## config.mk

```make
export PLATFORM = sky130hd
export DESIGN_NAME = ptk_stack_mem
export DESIGN_NICKNAME = d
export VERILOG_FILES = /design/src/rtl/core/ptk_stack_mem.sv
export SDC_FILE = /design/constraint.sdc
export NUM_CORES = 2
export LEC_CHECK = 0
export ABC_CLOCK_PERIOD_IN_PS = 2570
export BUFFER_PORTS_ARGS = -buffer_cell sky130_fd_sc_hd__buf_2
export CORE_ASPECT_RATIO = 0.7
export CORE_UTILIZATION = 35
export CTS_CLUSTER_SIZE = 16
export DETAILED_ROUTE_END_ITERATION = 6
export GPL_TIMING_DRIVEN = 0
export PLACE_DENSITY = 0.47
export SYNTH_ARGS = -nofsm -noshare
export SYNTH_HDL_FRONTEND = slang
export SYNTH_SLANG_ARGS = --single-unit
export TNS_END_PERCENT = 30
```

## constraint.sdc

```tcl
create_clock -name clk -period 2.57 [get_ports clk]
set_input_delay 0.6425 -clock clk [delete_from_list [all_inputs] [get_ports clk]]
set_output_delay 0.6425 -clock clk [all_outputs]
set_load 0.1 [all_outputs]
```

## src/rtl/core/ptk_stack_mem.sv

```systemverilog
// Resend stack storage: one write port, one read port, registered read data.
// No dependencies.
`default_nettype none
module ptk_stack_mem #(
	parameter int DEPTH = 256
) (
	input  wire                      clk,
	input  wire                      we,
	input  wire  [$clog2(DEPTH)-1:0] waddr,
	input  wire  [$clog2(DEPTH)-1:0] wdata,
	input  wire  [$clog2(DEPTH)-1:0] raddr,
	output logic [$clog2(DEPTH)-1:0] rdata
);

	logic [$clog2(DEPTH)-1:0] mem [DEPTH];

	always_ff @(posedge clk) begin
		if (we) begin
			mem[waddr] <= wdata;
		end
		rdata <= mem[raddr];
	end

endmodule
`default_nettype wire

```

Word level (Yosys, flattened, before mapping). Memories as Yosys holds them, arrays and structs flattened. A register that Yosys moved wholly into a read port is not among the register bits. Cells that the tools add are included.

Muxes and demuxes: 2.

Operators by type and width (number): 1-bit 2-to-1 mux (2).

Word-level logic and storage cells: 3. Flip-flop bits (word level): 0. Memories: 1. RAM bits: 2048. Input port bits: 26.

Memories: mem (depth 256, bits a word 8, rd ports 1, clocked after memory_dff 1, write ports 1, line 15) `logic [$clog2(DEPTH)-1:0] mem [DEPTH];`.

Logic depth before layout (Yosys ltp).
Depth in word-level cells: 2. Gate-level depth with buffers: 11. Depth with buffers taken out: 6.

Worst setup path before layout. OpenSTA, ideal clock, no wires.

Kind: input-to-reg. From: in raddr[0]. To: reg rdata[2], read port of mem. Buffers on the path: 4. Slack: -0.010 ns. Data arrival time: 2.449 ns. Stages on the path: 9. Library setup time: 0.131 ns. Path through: buf_6 buf_12 buf_8 buf_2 mux4_2 a22oi_1 a21oi_1 nor4_1 nor4_2.

RTL lines: start: declaration (line 11) `input wire [$clog2(DEPTH)-1:0] raddr,`; end: declaration (line 12) `output logic [$clog2(DEPTH)-1:0] rdata`.

==> metrics.yaml <==
status: "complete, but fails checks"
violations: "max-capacitance violations, max-slew violations, negative setup slack"
gr-total-overflow: 0
leakagePower_nw: 28.2
ios: 34
async_flop_share_pct: 0
arrival_ps: 3470
cts_tree: "built"
reg2regPathDepth: 6
fin_skew_ps: 30.0
slew-limit-headroom_pct: -2.28
initial_core_util_pct: 35.2
cts_inserted_buffers: 203
cp.required_ps: 3270
num_rows: 146
worstReg2RegStart: "mem[139][1]"
numClockSinks: 2056
r2r_end: "rdata[1]"
die_h_um: 401
grt_antenna_before_repair: 19
dieArea_um2: 229000
crit_start: "raddr[0]"
grt_max_degree: 144
drt_wl_total_mm: 275
synth_ff_type: "edfxtp_1"
grt_setup_unrepaired: "yes"
clk_pin_slew_ps: 60
worstMarginPinSlew_ps: 1530
fmax_ghz: 0.361
cp-endpoint: "rdata[5]"
grt_pass1_wl_mm: 367
reg2reg_slack_ps: 20
numPortBuffers: 26
endpoint_kind: "flip-flop"
viasPerCell: 5.80
synth-seq-cells: 2056
synth_nets: 3759
fin_nets: 4036
fin_crit_sh_pct: 108
die-width_um: 572
design_area_um2: 93200
path_max_fanout: 10
ys_types: 55
synth_area_per_cell_um2: 21.3
period_minus_slack_ps: 2770
ir_worst_vdd_mv: 0.507
clockBufferDepth: 4
slew_violations: 9
first_iter_violations: 5953
syn-cell-area_um2: 79600
cts_root_buffer: "clkbuf_16"
cap_violations: 1
grt_pass1_vias: 40600
whs_ps: 166
finalSetupViolCount: 243
wire_per_inst_um: 38.2
dpl_cell_area_um2: 84300
p_total_w: 0.0702
synth_edf_count: 2048
hpwl_mm: 186
cts_max_level: 4
power_density_nw_per_um2: 753
syn2layout_area_growth_pct: 17.1
netlist_instances: 3733
hold_viol_final: 0
first_pass_iters: 6
globalRouteTotalUtil_pct: 23.9
core-area_um2: 226000
hold_path.class: "input pin to flip-flop"
ant_nets: 0
clkLatencyLatePin_ps: 850
fin_ws_ps: -200
path_class: "input pin to flip-flop"
yosysSeqAreaShare_pct: 77.5
drc_errors: 0
vias: 41800
gp_congestion: 0.882
drive_gt1_share_pct: 30.7
yosysWarnings: 0
start_kind: "input pin"
==> synthesized netlist by cell type (5+ instances only) <==
cell type	instances	area, um^2
edfxtp_1	2048	61500
nor3_1	22	110
dfxtp_1	8	160
buf_1	22	82.6
a221oi_1	13	114
o22ai_1	28	175
a22o_1	8	70.1
a22oi_1	133	998
o221ai_1	46	403
nor2b_1	31	194
mux2i_1	134	1340
a211oi_1	16	120
nand2b_1	8	50.1
and2_1	6	37.5
nand2_1	33	124
buf_4	27	203
buf_6	21	236
nand3_1	34	170
nor2_1	282	1060
clkbuf_1	111	417
nor4_1	24	150
buf_12	8	160
mux4_2	454	10200
o22a_1	5	43.8
buf_2	31	155
a21oi_1	96	480
o21ai_0	10	50.1
buf_8	13	195
nand4_1	10	62.6
o211ai_1	10	75.1
==> power by group <==
| group | internal (W) | total (W) | leakage [nW] | switching, W |
|---|---|---|---|---|
| combinational | 0.00150 | 0.00489 | 6.85 | 0.00338 |
| clock | 0.0153 | 0.0283 | 2.93 | 0.0130 |
| sequential | 0.0370 | 0.0370 | 18.5 | 0.0000217 |
==> kinds of logic (layout without fill, tap and decap cells) <==
kind of cell	Yosys count	in the layout	synth area share, %
compound gates	385	385	3.42
buf+inv	235	665	1.83
flops	2056	2056	77.5
mux	591	591	14.6
other cells	0	3	0
simple gates	466	466	2.63
==> layer usage <==
metal / wire length (um) / GRT usage [%] / vias to the layer above
met5: 49 / 0 / -
met4: 8120 / 6.58 / 8
met3: 27100 / 6.39 / 378
met2: 114000 / 32.6 / 2065
met1: 126000 / 37.1 / 23000
li1: - / - / 16300
==> repair_timing <==
action / in CTS / in global routing
gates cloned: 1 / 0
hold buffers: 1 / 0
setup buffers: 15 / 0
pin swaps: 37 / 3
endpoints found under the hold margin: 4 / 0
endpoints found under the setup margin: 1143 / 1186
gates resized for setup: 576 / 128
==> flip-flops by register name (all words and copies together) (netlist names) <==
| name | flops |
|---|---|
| mem | 2048 |
| rdata | 8 |
==> metrics by stage <==
stage	util, %	std cells	setup TNS [ps]	worst slack [ps]
after CTS	41.0	7196	-49830	-268
after global routing	41.2	7197	-16120	-203
after floorplan	-	3733	-0.597	-0.597
final	41.2	7200	-12860	-200
after global placement	36.9	6793	-8461440	-4330
after detailed placement	37.3	6823	-1887860	-3280
==> cell usage in the layout (no fill, tap or decap), types with 35 or more instances in the layout <==
| cell type | netlist | layout |
|---|---|---|
| mux2i_1 | 134 | 134 |
| clkinv_1 | 1 | 48 |
| buf_4 | 27 | 37 |
| clkbuf_1 | 111 | 84 |
| a22oi_1 | 133 | 124 |
| nor2_1 | 282 | 135 |
| mux4_2 | 454 | 454 |
| nor2_2 | 0 | 93 |
| clkbuf_16 | 0 | 212 |
| o221ai_1 | 46 | 36 |
| a21oi_1 | 96 | 65 |
| buf_6 | 21 | 35 |
| edfxtp_1 | 2048 | 2048 |
| nor2_4 | 0 | 54 |
==> final cells by class <==
cell class,count,area (um^2)
plain buffers,231,2380
fillers,19900,133000
repair buffers,74,1130
clock buffers,266,5420
flip-flops and latches,2056,61700
multi-input cells,1442,18200
well taps,3034,3800
inverters,2,8.76
clock inverters,92,596
diodes,3,7.51
==> worst min path at each step <==
| stage | endpoint | slack, ps | cells after the start | start |
|---|---|---|---|---|
| 3_5_place_dp | mem[182][6] | 890 | 1 | wdata[6] |
| 5_1_grt | mem[180][7] | 130 | 1 | wdata[7] |
| 2_1_floorplan | mem[0][0] | 740 | 0 | wdata[0] |
| 3_3_place_gp | rdata[2] | 1200 | 1 | rdata[2] |
| 4_1_cts | mem[187][7] | 120 | 1 | wdata[7] |
| 6_report | mem[184][7] | 170 | 1 | wdata[7] |
==> critical path, cell delays in order <==
cell and delay, ps:
buf_12 180, buf_16 210, buf_16 190, buf_16 200, mux4_2 630, a221oi_4 510, o32ai_2 220, nor3_4 460
nor4_4 150
Power figures use the tool's default switching activity.
